[src/hw/rtl/drfp_pkg.sv]
// drfp_pkg: types and constants of the display reply frame parser.
// Used by the classifier and the top level; no dependencies.
`timescale 1ns / 1ps
`default_nettype none

package drfp_pkg;

    localparam int unsigned HEAD_DEPTH = 7;

    localparam logic [7:0] TERM_BYTE       = 8'hFF;
    localparam logic [7:0] PAGE_EVENT_CODE = 8'h65;
    localparam logic [7:0] DIGIT_ZERO      = 8'h30;
    // run value held before the closing terminator byte
    localparam logic [1:0] TERM_RUN_LAST   = 2'd2;

    localparam logic       REQ_BYTE       = 1'b0;
    localparam logic       REQ_LINE_ERROR = 1'b1;

    localparam logic [1:0] KIND_UNKNOWN    = 2'd0;
    localparam logic [1:0] KIND_PAGE_EVENT = 2'd1;
    localparam logic [1:0] KIND_PAGE_CMD   = 2'd2;
    localparam logic [1:0] KIND_REFRESH    = 2'd3;

    typedef logic [HEAD_DEPTH-1:0][7:0] t_head;

    // "page=", byte 0 in the low lane
    localparam logic [4:0][7:0] PAGE_CMD_TEXT =
        {8'h3D, 8'h65, 8'h67, 8'h61, 8'h70};
    // "refresh", byte 0 in the low lane
    localparam t_head REFRESH_TEXT =
        {8'h68, 8'h73, 8'h65, 8'h72, 8'h66, 8'h65, 8'h72};

    typedef struct packed {
        logic ge3;
        logic ge6;
        logic ge7;
    } t_len_flags;

    typedef struct packed {
        logic [1:0] kind;
        logic       page_upd;
        logic [7:0] new_page;
        logic       inval;
        logic       refresh;
    } t_class;

endpackage

`default_nettype wire

[src/hw/rtl/drfp_in_if.sv]
// drfp_in_if: input channel of the frame parser (request type and byte).
// Depends on nothing.
`timescale 1ns / 1ps
`default_nettype none

interface drfp_in_if;
    logic       valid;
    logic       ready;
    logic       req_type;
    logic [7:0] rx_byte;

    modport source (output valid, output req_type, output rx_byte, input ready);
    modport sink   (input valid, input req_type, input rx_byte, output ready);
endinterface

`default_nettype wire

[src/hw/rtl/drfp_out_if.sv]
// drfp_out_if: result channel of the frame parser.
// Depends on nothing.
`timescale 1ns / 1ps
`default_nettype none

interface drfp_out_if;
    logic       valid;
    logic       ready;
    logic       frame_done;
    logic [1:0] frame_kind;
    logic [7:0] current_page;
    logic       invalidate_cache;
    logic       refresh_request;

    modport source (
        output valid, output frame_done, output frame_kind, output current_page,
        output invalidate_cache, output refresh_request, input ready
    );
    modport sink (
        input valid, input frame_done, input frame_kind, input current_page,
        input invalidate_cache, input refresh_request, output ready
    );
endinterface

`default_nettype wire

[src/hw/rtl/drfp_classify.sv]
// drfp_classify: decodes the head bytes of a closed frame into its kind.
// Depends on drfp_pkg.
`timescale 1ns / 1ps
`default_nettype none

module drfp_classify (
    input  var drfp_pkg::t_head      i_head,
    input  var drfp_pkg::t_len_flags i_len,
    input  var logic [7:0]           i_page,
    output var drfp_pkg::t_class     o_class
);

    logic       is_event;
    logic       is_cmd;
    logic       is_refresh;
    logic [7:0] cmd_page;

    always_comb begin
        is_event   = i_len.ge3 && (i_head[0] == drfp_pkg::PAGE_EVENT_CODE);
        is_cmd     = i_len.ge6 && (i_head[4:0] == drfp_pkg::PAGE_CMD_TEXT);
        is_refresh = i_len.ge7 && (i_head == drfp_pkg::REFRESH_TEXT);
        cmd_page   = i_head[5] - drfp_pkg::DIGIT_ZERO;

        o_class = '0;
        if (is_event) begin
            o_class.kind     = drfp_pkg::KIND_PAGE_EVENT;
            o_class.page_upd = 1'b1;
            o_class.new_page = i_head[1];
            o_class.inval    = (i_head[1] != i_page);
            o_class.refresh  = 1'b1;
        end else if (is_cmd) begin
            o_class.kind     = drfp_pkg::KIND_PAGE_CMD;
            o_class.page_upd = 1'b1;
            o_class.new_page = cmd_page;
            o_class.inval    = (cmd_page != i_page);
            o_class.refresh  = 1'b1;
        end else if (is_refresh) begin
            o_class.kind     = drfp_pkg::KIND_REFRESH;
            o_class.new_page = i_page;
            o_class.inval    = 1'b1;
            o_class.refresh  = 1'b1;
        end else begin
            o_class.kind     = drfp_pkg::KIND_UNKNOWN;
            o_class.new_page = i_page;
        end
    end

endmodule

`default_nettype wire

[src/hw/rtl/display_reply_frame_parser.sv]
// display_reply_frame_parser: frame parser for the reply stream of a display link.
// Depends on drfp_pkg, drfp_in_if, drfp_out_if and drfp_classify.
//
// Usage:
//   i_in  carries one transfer per received byte (req_type 0) or line error
//         (req_type 1). Frames end with three 0xFF bytes; lone 0xFF bytes are
//         not stored. A byte arriving with BUF_DEPTH bytes held clears the frame.
//   o_out carries exactly one result transfer per input transfer: frame_done,
//         frame_kind, the page held after the item, and cache/redraw flags.
//   Timing: the result is registered and valid in the cycle after its input transfer.
//   Throughput: one item per cycle unless o_out stalls. The frame state and the
//         classifier feed a single result register; nothing loops over cycles.
//   Stall: i_in.ready = !result_valid || o_out.ready, so a new item is taken
//         in the same cycle as the waiting result is taken. While the receiver
//         stalls, the result register and i_in.ready hold.
//   Reset (i_rst_n low, synchronous): frame length, 0xFF run, page and the
//         result valid flag clear. Head bytes hold no reset; only bytes written
//         in the current frame are ever decoded.
`timescale 1ns / 1ps
`default_nettype none

module display_reply_frame_parser #(
    parameter int unsigned BUF_DEPTH = 64
) (
    input  var logic     i_clk,
    input  var logic     i_rst_n,
    drfp_in_if.sink      i_in,
    drfp_out_if.source   o_out
);

    localparam int unsigned LEN_W = $clog2(BUF_DEPTH + 1);

    // frame state
    drfp_pkg::t_head  r_head;
    logic [LEN_W-1:0] r_len, n_len;
    logic [1:0]       r_run, n_run;
    logic [7:0]       r_page, n_page;

    // result register
    logic       r_out_valid;
    logic       r_done, n_done;
    logic [1:0] r_kind, n_kind;
    logic       r_inval, n_inval;
    logic       r_refresh, n_refresh;

    logic accept;
    logic head_wr;

    drfp_pkg::t_len_flags len_flags;
    drfp_pkg::t_class     cls;

    assign i_in.ready = !r_out_valid || o_out.ready;
    assign accept     = i_in.valid && i_in.ready;

    assign len_flags.ge3 = (r_len >= LEN_W'(3));
    assign len_flags.ge6 = (r_len >= LEN_W'(6));
    assign len_flags.ge7 = (r_len >= LEN_W'(drfp_pkg::HEAD_DEPTH));

    // classifier sees the bytes stored so far; a closing 0xFF writes nothing
    drfp_classify u_classify (
        .i_head  (r_head),
        .i_len   (len_flags),
        .i_page  (r_page),
        .o_class (cls)
    );

    always_comb begin
        n_len     = r_len;
        n_run     = r_run;
        n_page    = r_page;
        n_done    = 1'b0;
        n_kind    = drfp_pkg::KIND_UNKNOWN;
        n_inval   = 1'b0;
        n_refresh = 1'b0;
        head_wr   = 1'b0;

        if (i_in.req_type == drfp_pkg::REQ_LINE_ERROR) begin
            n_len = '0;
            n_run = '0;
        end else if (i_in.rx_byte == drfp_pkg::TERM_BYTE) begin
            if (r_run == drfp_pkg::TERM_RUN_LAST) begin
                // third 0xFF: close the frame, empty frames give no flags
                if (r_len != '0) begin
                    n_done    = 1'b1;
                    n_kind    = cls.kind;
                    n_inval   = cls.inval;
                    n_refresh = cls.refresh;
                    if (cls.page_upd) begin
                        n_page = cls.new_page;
                    end
                end
                n_len = '0;
                n_run = '0;
            end else begin
                n_run = r_run + 2'd1;
            end
        end else begin
            n_run = '0;
            if (r_len < LEN_W'(BUF_DEPTH)) begin
                head_wr = (r_len < LEN_W'(drfp_pkg::HEAD_DEPTH));
                n_len   = r_len + LEN_W'(1);
            end else begin
                // overflow: drop the byte and the frame
                n_len = '0;
            end
        end
    end

    always_ff @(posedge i_clk) begin
        if (!i_rst_n) begin
            r_len       <= '0;
            r_run       <= '0;
            r_page      <= '0;
            r_out_valid <= 1'b0;
        end else begin
            if (accept) begin
                r_len  <= n_len;
                r_run  <= n_run;
                r_page <= n_page;
            end
            if (i_in.ready) begin
                r_out_valid <= i_in.valid;
            end
        end
    end

    // head bytes: each lane written only at its own position
    always_ff @(posedge i_clk) begin
        for (int i = 0; i < drfp_pkg::HEAD_DEPTH; i++) begin
            if (accept && head_wr && (r_len == LEN_W'(i))) begin
                r_head[i] <= i_in.rx_byte;
            end
        end
    end

    always_ff @(posedge i_clk) begin
        if (accept) begin
            r_done    <= n_done;
            r_kind    <= n_kind;
            r_inval   <= n_inval;
            r_refresh <= n_refresh;
        end
    end

    assign o_out.valid            = r_out_valid;
    assign o_out.frame_done       = r_done;
    assign o_out.frame_kind       = r_kind;
    assign o_out.current_page     = r_page;
    assign o_out.invalidate_cache = r_inval;
    assign o_out.refresh_request  = r_refresh;

`ifndef ASSERT_OFF
    a_len_bound : assert property (@(posedge i_clk) disable iff (!i_rst_n)
        r_len <= LEN_W'(BUF_DEPTH))
        else $error("frame length beyond buffer depth");

    a_run_bound : assert property (@(posedge i_clk) disable iff (!i_rst_n)
        r_run != 2'd3)
        else $error("terminator run reached three without closing");

    a_flags_need_done : assert property (@(posedge i_clk) disable iff (!i_rst_n)
        (r_out_valid && !r_done) |->
            (r_kind == drfp_pkg::KIND_UNKNOWN && !r_inval && !r_refresh))
        else $error("result flags set without a closed frame");

    a_line_error_clears : assert property (@(posedge i_clk) disable iff (!i_rst_n)
        (accept && i_in.req_type == drfp_pkg::REQ_LINE_ERROR) |=>
            (r_len == '0 && r_run == '0 && !r_done))
        else $error("line error did not clear the frame");
`endif

endmodule

`default_nettype wire
[src/flat_wrapper.sv]
// flat-port wrapper written by rule: the top's interface ports become plain ports
module display_reply_frame_parser_flat 
#(
    parameter int unsigned BUF_DEPTH = 64
)
  (i_clk, i_rst_n, i_in_valid, i_in_req_type, i_in_rx_byte, i_in_ready, o_out_valid, o_out_frame_done, o_out_frame_kind, o_out_current_page, o_out_invalidate_cache, o_out_refresh_request, o_out_ready);
  drfp_in_if i_in_i ();
  drfp_out_if o_out_i ();
  input  var logic i_clk;
  input  var logic i_rst_n;
  input wire logic [$bits(i_in_i.valid)-1:0] i_in_valid;
  input wire logic [$bits(i_in_i.req_type)-1:0] i_in_req_type;
  input wire logic [$bits(i_in_i.rx_byte)-1:0] i_in_rx_byte;
  output wire logic [$bits(i_in_i.ready)-1:0] i_in_ready;
  output wire logic [$bits(o_out_i.valid)-1:0] o_out_valid;
  output wire logic [$bits(o_out_i.frame_done)-1:0] o_out_frame_done;
  output wire logic [$bits(o_out_i.frame_kind)-1:0] o_out_frame_kind;
  output wire logic [$bits(o_out_i.current_page)-1:0] o_out_current_page;
  output wire logic [$bits(o_out_i.invalidate_cache)-1:0] o_out_invalidate_cache;
  output wire logic [$bits(o_out_i.refresh_request)-1:0] o_out_refresh_request;
  input wire logic [$bits(o_out_i.ready)-1:0] o_out_ready;
  assign i_in_i.valid = i_in_valid;
  assign i_in_i.req_type = i_in_req_type;
  assign i_in_i.rx_byte = i_in_rx_byte;
  assign i_in_ready = i_in_i.ready;
  assign o_out_valid = o_out_i.valid;
  assign o_out_frame_done = o_out_i.frame_done;
  assign o_out_frame_kind = o_out_i.frame_kind;
  assign o_out_current_page = o_out_i.current_page;
  assign o_out_invalidate_cache = o_out_i.invalidate_cache;
  assign o_out_refresh_request = o_out_i.refresh_request;
  assign o_out_i.ready = o_out_ready;
  display_reply_frame_parser #(.BUF_DEPTH(BUF_DEPTH)) u_core (.i_clk(i_clk), .i_rst_n(i_rst_n), .i_in(i_in_i), .o_out(o_out_i));
endmodule
[config.mk]
export PLATFORM = sky130hd
export DESIGN_NAME = display_reply_frame_parser_flat
export DESIGN_NICKNAME = d
export VERILOG_FILES = /design/src/hw/rtl/drfp_pkg.sv /design/src/hw/rtl/drfp_in_if.sv /design/src/hw/rtl/drfp_out_if.sv /design/src/hw/rtl/drfp_classify.sv /design/src/hw/rtl/display_reply_frame_parser.sv /design/src/flat_wrapper.sv
export SDC_FILE = /design/constraint.sdc
export NUM_CORES = 1
export LEC_CHECK = 0
export BUFFER_PORTS_ARGS = -buffer_cell sky130_fd_sc_hd__buf_2
export CAP_MARGIN = 10
export CORE_ASPECT_RATIO = 0.9
export CORE_MARGIN = 1.5
export CORE_UTILIZATION = 34
export CTS_BUF_LIST = sky130_fd_sc_hd__clkbuf_8
export CTS_CLUSTER_SIZE = 16
export DETAILED_ROUTE_END_ITERATION = 10
export PLACE_DENSITY_LB_ADDON = 0.15
export SLEW_MARGIN = 20
export SYNTH_ARGS = -nofsm -noshare
export SYNTH_HDL_FRONTEND = slang
export SYNTH_HIERARCHICAL = 1
export SYNTH_SLANG_ARGS = --single-unit
export TNS_END_PERCENT = 100
[constraint.sdc]
create_clock -name i_clk -period 3.3 [get_ports i_clk]
set_clock_uncertainty 0.1 [all_clocks]
set_input_delay 0.99 -clock i_clk [delete_from_list [all_inputs] [get_ports i_clk]]
set_output_delay 0.99 -clock i_clk [all_outputs]
set_load 0.1 [all_outputs]
Yosys cells after proc, flatten, opt, wreduce, memory -nomap -nowiden
Cells that the tools add are included.
{"block": "word_totals", "wordCells": 80, "reg_bits": 79, "inputBits": 13, "output_inout_bits": 15}
{"block": "classes", "bitwise_logic": 4, "n_addsub": 3, "reduce_logical": 22, "mux": 16, "n_lt_le_gt_ge": 5, "eq_ne": 14}
{"cell": "equality test 56 x 55 -> 1 bit (second input constant)", "n": 1}
{"cell": "equality test 40 x 38 -> 1 bit (second input constant)", "n": 1}
{"cell": "two-way mux 7 bit", "n": 4}
{"cell": "equality test 7 x 3 -> 1 bit (second input constant)", "n": 3}
{"cell": "inequality test 8 bit", "n": 2}
{"cell": "equality test 7 x 2 -> 1 bit (second input constant)", "n": 2}
{"cell": "greater-or-equal comparator 7 x 3 -> 1 bit (second input constant)", "n": 2}
{"cell": "logical AND 1 bit", "n": 12}
{"cell": "two-way mux 12 bit", "n": 1}
{"cell": "two-way mux 10 bit", "n": 1}
{"cell": "two-way mux 2 bit", "n": 5}
{"cell": "equality test 8 x 7 -> 1 bit (second input constant)", "n": 1}
{"cell": "equality test 8 bit (second input constant)", "n": 1}
{"cell": "subtractor 8 x 6 -> 8 bit (second input constant)", "n": 1}
{"cell": "adder 7 x 1 -> 7 bit (second input constant)", "n": 1}
{"cell": "equality test 7 x 1 -> 1 bit (second input constant)", "n": 1}
{"cell": "greater-or-equal comparator 7 x 2 -> 1 bit (second input constant)", "n": 1}
{"cell": "logical NOT 7 bit", "n": 1}
{"cell": "< comparator 7 x 3 -> 1 bit (second input constant)", "n": 1}
{"cell": "< comparator 7 bit (second input constant)", "n": 1}
{"cell": "AND reduction 7 bit", "n": 1}
{"cell": "nonzero test 7 bit", "n": 1}
{"cell": "two-way mux 1 bit", "n": 5}
{"cell": "OR reduction 5 bit", "n": 1}
{"cell": "10 further kinds", "n": 13}

Depth between registers and ports, before layout
Gate-level depths: netlist of run 1.
{"block": "depth", "word_depth": 6, "depth_mapped": 11, "mapped_depth_nobuf": 10}

Cells and area by module
Netlist of run 1, hierarchy kept.
{"module": "display_reply_frame_parser", "n_inst": 1, "seq_area_each_um2": 2192.1, "cells_per_inst": 186, "area_per_inst_um2": 2872.8}
{"module": "drfp_classify", "n_inst": 1, "seq_area_each_um2": 0.0, "cells_per_inst": 100, "area_per_inst_um2": 760.7}

Least setup slack after synthesis of run 1
No wires, ideal clock.
{"block": "synth_timing", "path_kind": "input -> register", "from": "in o_out_ready", "to": "reg u_core/r_head[24] (netlist bit) (enable)", "setup_slack_ps": 61, "arrival_ps": 2807, "required_time_ps": 2868, "stages": 4, "setup_ps": 332, "n_path_buf": 0, "cell_sequence": "nand2b_1 -> nand3b_1 -> nor4_1 -> and2_1"}
{"block": "synth_between", "elab_chain_len": 4}
{"element": "from (decl)", "line": "flat_wrapper.sv:21", "rtl": "input wire logic [$bits(o_out_i.ready)-1:0] o_out_ready;"}
{"element": "logical OR 1 bit", "line": "display_reply_frame_parser.sv:52", "rtl": "assign i_in.ready = !r_out_valid || o_out.ready;"}
{"element": "logical AND 1 bit", "line": "display_reply_frame_parser.sv:53", "rtl": "assign accept = i_in.valid && i_in.ready;"}
{"element": "logical AND 1 bit (2 in a row)", "line": "display_reply_frame_parser.sv:130", "rtl": "if (accept && head_wr && (r_len == LEN_W'(i))) begin"}
{"element": "to (signal, indexed assignment)", "line": "display_reply_frame_parser.sv:131", "rtl": "r_head[i] <= i_in.rx_byte;"}
{"element": "to (decl)", "line": "display_reply_frame_parser.sv:34", "rtl": "drfp_pkg::t_head r_head;"}
No other way between the ends.
A chain may end at the register's enable or synchronous reset.

==> results of run 1 <==
[state kept, by name, indices dropped and copies added (netlist names)]
register	cells
u_core/o_out.valid	1
u_core/o_out.frame_done	1
u_core/o_out.invalidate_cache	1
u_core/r_run	2
u_core/o_out.current_page	8
u_core/o_out.refresh_request	1
u_core/o_out.frame_kind	2
u_core/r_head	56
u_core/r_len	7
[synthesized netlist by cell type, types with 2 or more instances]
master / instances
sky130_fd_sc_hd__o21ai_0: 7
sky130_fd_sc_hd__a21boi_0: 2
sky130_fd_sc_hd__o31ai_1: 7
sky130_fd_sc_hd__a21oi_1: 8
sky130_fd_sc_hd__nor3_1: 2
sky130_fd_sc_hd__o211ai_1: 2
sky130_fd_sc_hd__nor4bb_1: 2
sky130_fd_sc_hd__dfxtp_1: 18
sky130_fd_sc_hd__nor2b_1: 2
sky130_fd_sc_hd__or3_1: 4
sky130_fd_sc_hd__nand4_2: 2
sky130_fd_sc_hd__and3_1: 5
sky130_fd_sc_hd__nand2_1: 32
sky130_fd_sc_hd__xor2_1: 7
sky130_fd_sc_hd__nand3_1: 2
sky130_fd_sc_hd__o221ai_1: 4
sky130_fd_sc_hd__clkbuf_1: 4
sky130_fd_sc_hd__a41oi_1: 6
sky130_fd_sc_hd__nor2_1: 11
sky130_fd_sc_hd__xnor2_1: 11
sky130_fd_sc_hd__nand4_1: 4
sky130_fd_sc_hd__nand4b_1: 4
sky130_fd_sc_hd__ha_1: 5
sky130_fd_sc_hd__and4_1: 2
sky130_fd_sc_hd__nand3b_1: 2
sky130_fd_sc_hd__o41ai_1: 2
sky130_fd_sc_hd__inv_1: 10
sky130_fd_sc_hd__edfxtp_1: 61
sky130_fd_sc_hd__nor4_1: 5
sky130_fd_sc_hd__nor4_2: 2
sky130_fd_sc_hd__mux2i_1: 10
sky130_fd_sc_hd__and2_1: 8
sky130_fd_sc_hd__nor4b_1: 4
sky130_fd_sc_hd__or4_1: 7
sky130_fd_sc_hd__nand4bb_1: 3
[cells in the final DEF (no fill, tap or decap), types with 9 or more instances in the layout]
master,n
sky130_fd_sc_hd__edfxtp_1,61
sky130_fd_sc_hd__nand2_1,32
sky130_fd_sc_hd__buf_2,27
sky130_fd_sc_hd__dfxtp_1,18
sky130_fd_sc_hd__inv_1,11
sky130_fd_sc_hd__nor2_1,11
sky130_fd_sc_hd__xnor2_1,11
sky130_fd_sc_hd__mux2i_1,10
sky130_fd_sc_hd__clkbuf_8,9
[per-layer routing]
metal / vias up / track usage
met5: - / 0
met4: 0 / 0.06719
met3: 11 / 0.04209
met2: 48 / 0.2540
met1: 1198 / 0.2016
li1: 1181 / -
[cells by family (layout without fill, tap and decap cells)]
family,count (synthesis),in the layout,share of synthesized area
xor+xnor,19,19,0.04959
fa+ha+maj,5,5,0.01722
simple gates,112,112,0.1970
compound gates,44,44,0.08471
flops,79,79,0.6033
buf+inv,17,58,0.02066
mux,10,10,0.02755
[final cells by class]
type	count	area, um2	area share
clock inverter	7	72.57	0.01759
sequential	79	2192	0.5312
inverter	10	37.54	0.009096
tap	129	161.4	0.03911
clock buffer	9	123.9	0.03002
multi-input combinational	190	1366	0.3311
timing repair buffer	32	172.7	0.04184
[report_power, final]
part	leakage [nW]	total, mW	switching [mW]	internal (mW)
Clock	0.0966	0.715	0.363	0.352
Sequential	0.702	1.09	0.00601	1.08
Combinational	0.559	0.0938	0.0756	0.0182
[final timing paths]
kind                    start                      endpoint  slack, ps
max          u_core/r_head[9]  u_core/o_out.current_page[0]        520
min reg2reg   u_core/r_run[1]               u_core/r_run[1]        380
min           u_core/r_run[1]               u_core/r_run[1]        380
max reg2reg  u_core/r_head[9]  u_core/o_out.current_page[0]        520
[worst min-delay path: cells and delay by family, from the launching register on]
family | cells | cell delay [ps]
flip-flops | 1 | 330
AO/OA/AOI/OAI | 1 | 50
AND/OR/NAND/NOR | 1 | 60
==> run summary, run 1 <==
The share of cells above drive strength 1 is 0.1713. TritonCTS built the clock tree. OpenSTA, run right after detailed placement, puts the worst setup slack at 444.1 ps. The number of cells on the worst reg-to-reg path is 8.

Topmost layer with routed signal wires: met4. The achievable clock frequency was 360.3 MHz. The critical-path maximum fanout works out to 8. The final number of hold-violating endpoints was 0; the post-CTS setup buffer count was 0.

The wire length of the first global-routing pass is 13,080 um. Summed over all nets, wire length on met3 after detailed routing comes to 268 um. Sorting the synthesized cells by area gives the leading types as sky130_fd_sc_hd__edfxtp_1 (50%), sky130_fd_sc_hd__dfxtp_1 (9.9%), sky130_fd_sc_hd__nand2_1 (3.3%).

In the synthesized netlist the dominant register cell turns out to be sky130_fd_sc_hd__edfxtp_1. The worst hold path class was flip-flop to flip-flop. The design draws 1.896 mW. Setup repair after global routing left no endpoint under its margin.

The final route contains 2,438 vias. Wire segments on met2 add up to 3900 um in the final route. The time the final worst path needs with I/O delays and setup works out to 2775 ps. Final cell utilization of the core: 0.3993. At the pin with the least slew margin, the transition time is 682.6 ps. The run gives 3480 ps as the required arrival time at the worst endpoint. For the proportion of synthesized chip area in sequential cells, the log shows 0.6033. In this run the tool buffered the top-level ports with 27 buffer cells. The run gives 28 as the I/O pin count. The number of distinct library cell variants in the gate-level netlist after synthesis was 54. Number of DRC violations after detailed routing: 4. Kind of end point of the critical path: a flip-flop. Power spread over the standard cell area amounts to 459.4 mW/mm2.

The number of hold buffers added after CTS was 0. Critical path depth in cells: 8. Among all stages on the critical path, the largest delay is contributed by sky130_fd_sc_hd__nor4b_1. Standard cell area after detailed placement: 0.003930 mm2. Dividing the detail-routed wire length by the instance count gives 18.53 um.

The iteration count of the initial detailed-routing pass came out at 7. The run gives 2,365 as the number of global-route vias before repair. The antenna diode count is 0, and the count of nets after finishing is 340.

VDD sags by at most 0.2035 mV. In this run the number of H-tree levels came out at 3. After legalization and detailed placement, the total HPWL measured 6099 um. Synthesized flop and latch total: 79. For the standard cell core area, the log shows 0.01033 mm2. By startpoint and endpoint, the worst setup path is classified as flip-flop to flip-flop.

The logs give 286 for the instance count of the mapped netlist and 0 for the residual overflow from global routing. The final worst-path setup slack was 524.6 ps; the area growth from synthesis to final layout was 13.57%. The count of buffer and inverter cells on the critical path was 1.

The initial antenna violation count is 0. The later pin in the worst-skew pair is clocked with a latency of 350 ps. Max-cap violations in this run came to 0. For the fill cell total of the finished layout, the log shows 991. The synthesized design contains 61 enable-type register cells. Wires add up to 8448 um. The flow ran to the end, but the final reports show violations. The post-synthesis cell area came out at 0.003633 mm2.

In this design, the largest share of critical-path delay is due to simple AND/OR/NAND/NOR gates. The async set-reset flop share out of synthesis was 0; the count of standard-cell rows was 35. The clock passes through at most 2 buffers. Total of cells resized after clock tree synthesis: 0. After routing, the total negative slack on setup checks comes to 0 ps. The finished layout holds 456 standard cells, fillers aside. The total instance count after detailed placement came out at 440. The final reports fail on design-rule violations. The die height was 101.1 um. The count of nets left with antenna violations after detail routing was 0; the clock sink total was 79. The detailed router finished its first iteration with 165 violations.

Most frequent cell on the critical path: sky130_fd_sc_hd__nand2_1. The top-area cell type share of the netlist area is 0.5041, and the count of endpoints failing setup in the final report is 0. Yosys printed 6 warnings.

The number of pins exceeding their max-slew limit in the final report is 0, and the endpoint arrival time on the critical path is 2960 ps. The all-layer global routing usage came out at 0.1573. STA classifies the critical path startpoint as a flip-flop.

After detailed routing, the wire length on met1 is 4120 um. In this design, the stage delay of the slowest critical-path cell is 620 ps. The portion of the clock cycle consumed by the worst path in the final layout is 0.8410. In this run the static leakage power is 1.358 nW.

Biggest area consumer among synthesized cells: sky130_fd_sc_hd__edfxtp_1. The horizontal die dimension works out to 112.0 um. The tree is rooted in a sky130_fd_sc_hd__clkbuf_8. After clock tree synthesis, the clock-pin slew on the worst setup and hold paths is 80 ps.

The worst slew margin relative to its limit was 0.5385. Entering global routing, the biggest net connects 24 pins. Counting every net in the synthesized netlist gives 304. The average cell area after synthesis works out to 12.70 um2. The worst hold path passes through 2 cells. The final worst hold slack was 376.5 ps; the initial core utilization was 0.3516.

Routability-driven placement finished with a final weighted congestion of 0.8100. The cell area after layout is 0.004126 mm2. The signal on the critical path passes through nor4b_1 -> and4_1 -> nand2_1 -> o21ai_0 -> nand2_1 -> nor4_4 -> buf_4 -> mux2i_1. Using the TritonRoute via totals, the vias-per-cell ratio works out to 5.346. The floorplan step defined a die boundary enclosing 0.01132 mm2. The number of clock buffers added by TritonCTS is 9.
Note: power is estimated with default switching activity, not from simulation.
==> run 2, diff against run 1 <==
Clock period 3.3 ns to 2.7 ns, I/O delays scaled along.
==> run 2 against run 1 <==
- the flow still finishes with violations (design-rule violations)
- via count increased by 3.1%
- core utilization increased by 1.7 points
- setup slack got worse by 300 ps
- sequential cell count unchanged
- maximum frequency increased by 12%
- final cell count increased by 3.5%
- critical path depth decreased by 1
- final area increased by 4.3%
- highest routed layer unchanged
- register-to-register slack got worse by 300 ps
==> run summary, run 2 (same netlist as run 1, synthesis figures left out) <==
Slowest cell on the critical path: sky130_fd_sc_hd__or4b_4. The tools report the I/O pin count as 28 (unchanged). Average detailed-routed wire length per instance: 18.12 um (-2.2%). The register clock-pin slew on the reported worst setup and hold paths came out at 90 ps (about the same).

CTS placed an instance of sky130_fd_sc_hd__clkbuf_8 at the clock tree root. The via count of the routed design came out at 2,514 (+3.1%). The most common library cell in the layout ignoring fill and taps is sky130_fd_sc_hd__edfxtp_1. The run gives 0.2348 mV (+15%) as the worst vdd rail ir drop.

The half-perimeter wire length after placement is 6433 um (+5.5%). The number of flip-flops in the largest register works out to 56 (unchanged). The logs give 0.4163 (+0.01707) for the final cell utilization of the core and 24 (unchanged) for the maximum number of pins on one net before global-route repair.

The tools report the proportion of power drawn by the clock network as 0.410 (+0.033). The largest stage delay on the critical path was 580 ps (-40 ps). The run gives 0.3516 (unchanged) as the initial core utilization. The iteration count of the initial detailed-routing pass is 9 (+2). The logs give 1 (-3) for the number of DRC violations after detailed routing and 0.5657 mW (+27%) for the net switching power figure. Endpoint arrival time on the critical path: 2660 ps (-300 ps). The number of buffers created by CTS is 9 (unchanged). Overall die area: 0.01132 mm2 (unchanged). The run gives 205 (+24%) as the violation count after the first detailed-routing iteration.

Traced cell by cell, the critical path runs through or4b_4 -> or3_1 -> o21ai_0 -> nand2_1 -> nor4_4 -> buf_12 -> mux2i_1. For the cell-internal power, the log shows 1.896 mW (+31%). Setup repair after global routing left no endpoint under its margin. TritonCTS built the clock tree.

For the all-layer global routing usage, the log shows 0.1612 (+0.003953). The filler-free cell count of the finished design was 472 (+3.5%); the clock sink total was 79 (unchanged). The checks that failed: design-rule violations. The library cells used most frequently in the layout, excluding fill and tap cells, are sky130_fd_sc_hd__edfxtp_1 (61), sky130_fd_sc_hd__nand2_1 (32), sky130_fd_sc_hd__buf_2 (27).

The power density over the cells was 572.1 mW/mm2 (+25%); the clock network latency to the later pin of the worst-skew pair was 350 ps (about the same). For the count of nets after finishing, the log shows 356 (+4.7%). The total detailed-routing wirelength came out at 8552 um (+1.2%).

The run gives 0 (unchanged) as the residual overflow from global routing. The reported leakage power is 1.459 nW (+7.5%), and the share of total power in combinational logic is 0.051 (+0.002). The antenna diode count is 0 (unchanged), and the required arrival time at the worst endpoint is 2880 ps (-600 ps). Among cell families on the critical path, the largest total delay comes from simple AND/OR/NAND/NOR gates. The run finished, with violations left.

The area growth from synthesis to final layout is 18.42%, and the share of cells above drive strength 1 is 0.2245 (+0.05324). The worst setup path category is flip-flop to flip-flop. Final weighted congestion in routability-driven placement: 0.7760 (-4.2%). The achievable clock frequency is 404.0 MHz (+12%). The tools report the count of standard-cell rows as 35 (unchanged). The critical-path maximum fanout is 8 (unchanged). The H-tree depth is 3 (unchanged), and the count of nets left with antenna violations after detail routing is 0 (unchanged).

Kind of end point of the critical path: a flip-flop. Minimum setup slack among reg-to-reg paths: 220 ps (-300 ps). The number of pins exceeding their max-slew limit in the final report is 0 (unchanged), and the port buffer count is 27 (unchanged). The transition at the pin with the smallest max-transition slack came out at 633.2 ps (-49.36 ps).

Via density per instance: 5.326 (-0.38%). The register share of total power was 0.540 (-0.033). The initial antenna violation count was 0 (unchanged); the worst slew margin relative to its limit was 0.5734 (+0.03486). The die height was 101.1 um (unchanged); the number of global-route vias before repair was 2,430 (+2.7%). The time the final worst path needs with I/O delays and setup was 2475 ps (-299.9 ps); the total of cells resized after clock tree synthesis was 0 (unchanged). The worst setup path is launched from a flip-flop. The min-delay analysis places its worst path in the category flip-flop to flip-flop. Horizontal die dimension: 112.0 um (unchanged). The fill cell total of the finished layout was 993 (+0.20%); the max-capacitance violation count was 0 (unchanged). The fraction of power spent switching nets was 0.2298 (-0.004831); the total instance count after detailed placement was 456 (+3.6%). The logs give 0 ps (unchanged) for the final setup TNS and 381.9 ps (+5.350 ps) for the final worst hold slack. The logs give 0.01033 mm2 (unchanged) for the standard cell core area and 0 (unchanged) for the final number of hold-violating endpoints. The maximum root-to-sink buffer count is 2 (unchanged), and the count of endpoints failing setup in the final report is 0 (unchanged). The quantity of hold-fixing buffers added after cts was 0 (unchanged); the count of buffer and inverter cells on the critical path was 1 (unchanged).

The portion of the clock cycle consumed by the worst path in the final layout works out to 0.9168 (+0.07582). The post-CTS setup buffer count was 0 (unchanged); the wire length of the first global-routing pass was 13,590 um (+3.9%). Most flop-heavy register: u_core/r_head.
## run 2: changes by cell type in the layout (fill, tap and decap cells not counted), sizes merged
cell	delta
buf	+16
inv	+2
clkinv	-1
bufinv	+1
clkinvlp	-2
## run 2: final timing paths
kind,from,to,cells past startpoint
max,u_core/r_head[10],u_core/o_out.current_page[2],7
min,u_core/r_run[1],u_core/r_run[1],2
max reg2reg,u_core/r_head[10],u_core/o_out.current_page[2],7
min reg2reg,u_core/r_run[1],u_core/r_run[1],2
## run 2: through the flow
stage / instance area (um2) / worst slack (ps) / power, mW
after floorplan: 3636 / 31.18 / 1.423
after global placement: 4065 / 101.4 / 1.483
after detailed placement: 4065 / 123.7 / 1.482
after CTS: 4298 / 192.2 / 2.497
after global routing: 4303 / 38.54 / 2.546
final: 4303 / 224.5 / 2.461
## run 2: layer usage
layer,share of wire,GRT usage
met1,0.49,0.2270
met2,0.44,0.2460
met3,0.064,0.04510
met4,0.0075,0.04382
met5,0,0
## run 2: area by class of cell
| type | instances | area [um2] | area share |
|---|---|---|---|
| Timing Repair Buffer | 48 | 305.3 | 0.07095 |
| Inverter | 10 | 37.54 | 0.008723 |
| Tap cell | 129 | 161.4 | 0.03751 |
| Clock buffer | 9 | 123.9 | 0.02879 |
| Clock inverter | 7 | 108.9 | 0.02530 |
| Multi-Input combinational cell | 190 | 1374 | 0.3193 |
| Sequential cell | 79 | 2192 | 0.5094 |
## run 2: worst min-delay path, cell delays in order (launching register included)
cell	delay [ps]
sky130_fd_sc_hd__dfxtp_1	340
sky130_fd_sc_hd__nand2_1	60
sky130_fd_sc_hd__a21boi_1	50
## run 2: power by group through the flow
stage | Sequential [mW] | Combinational [mW] | Clock, mW
6_report | 1.33 | 0.125 | 1.01
5_1_grt | 1.33 | 0.135 | 1.08
4_1_cts | 1.33 | 0.126 | 1.04
3_5_place_dp | 1.36 | 0.126 | 0
3_3_place_gp | 1.36 | 0.127 | 0
2_1_floorplan | 1.39 | 0.0365 | 0
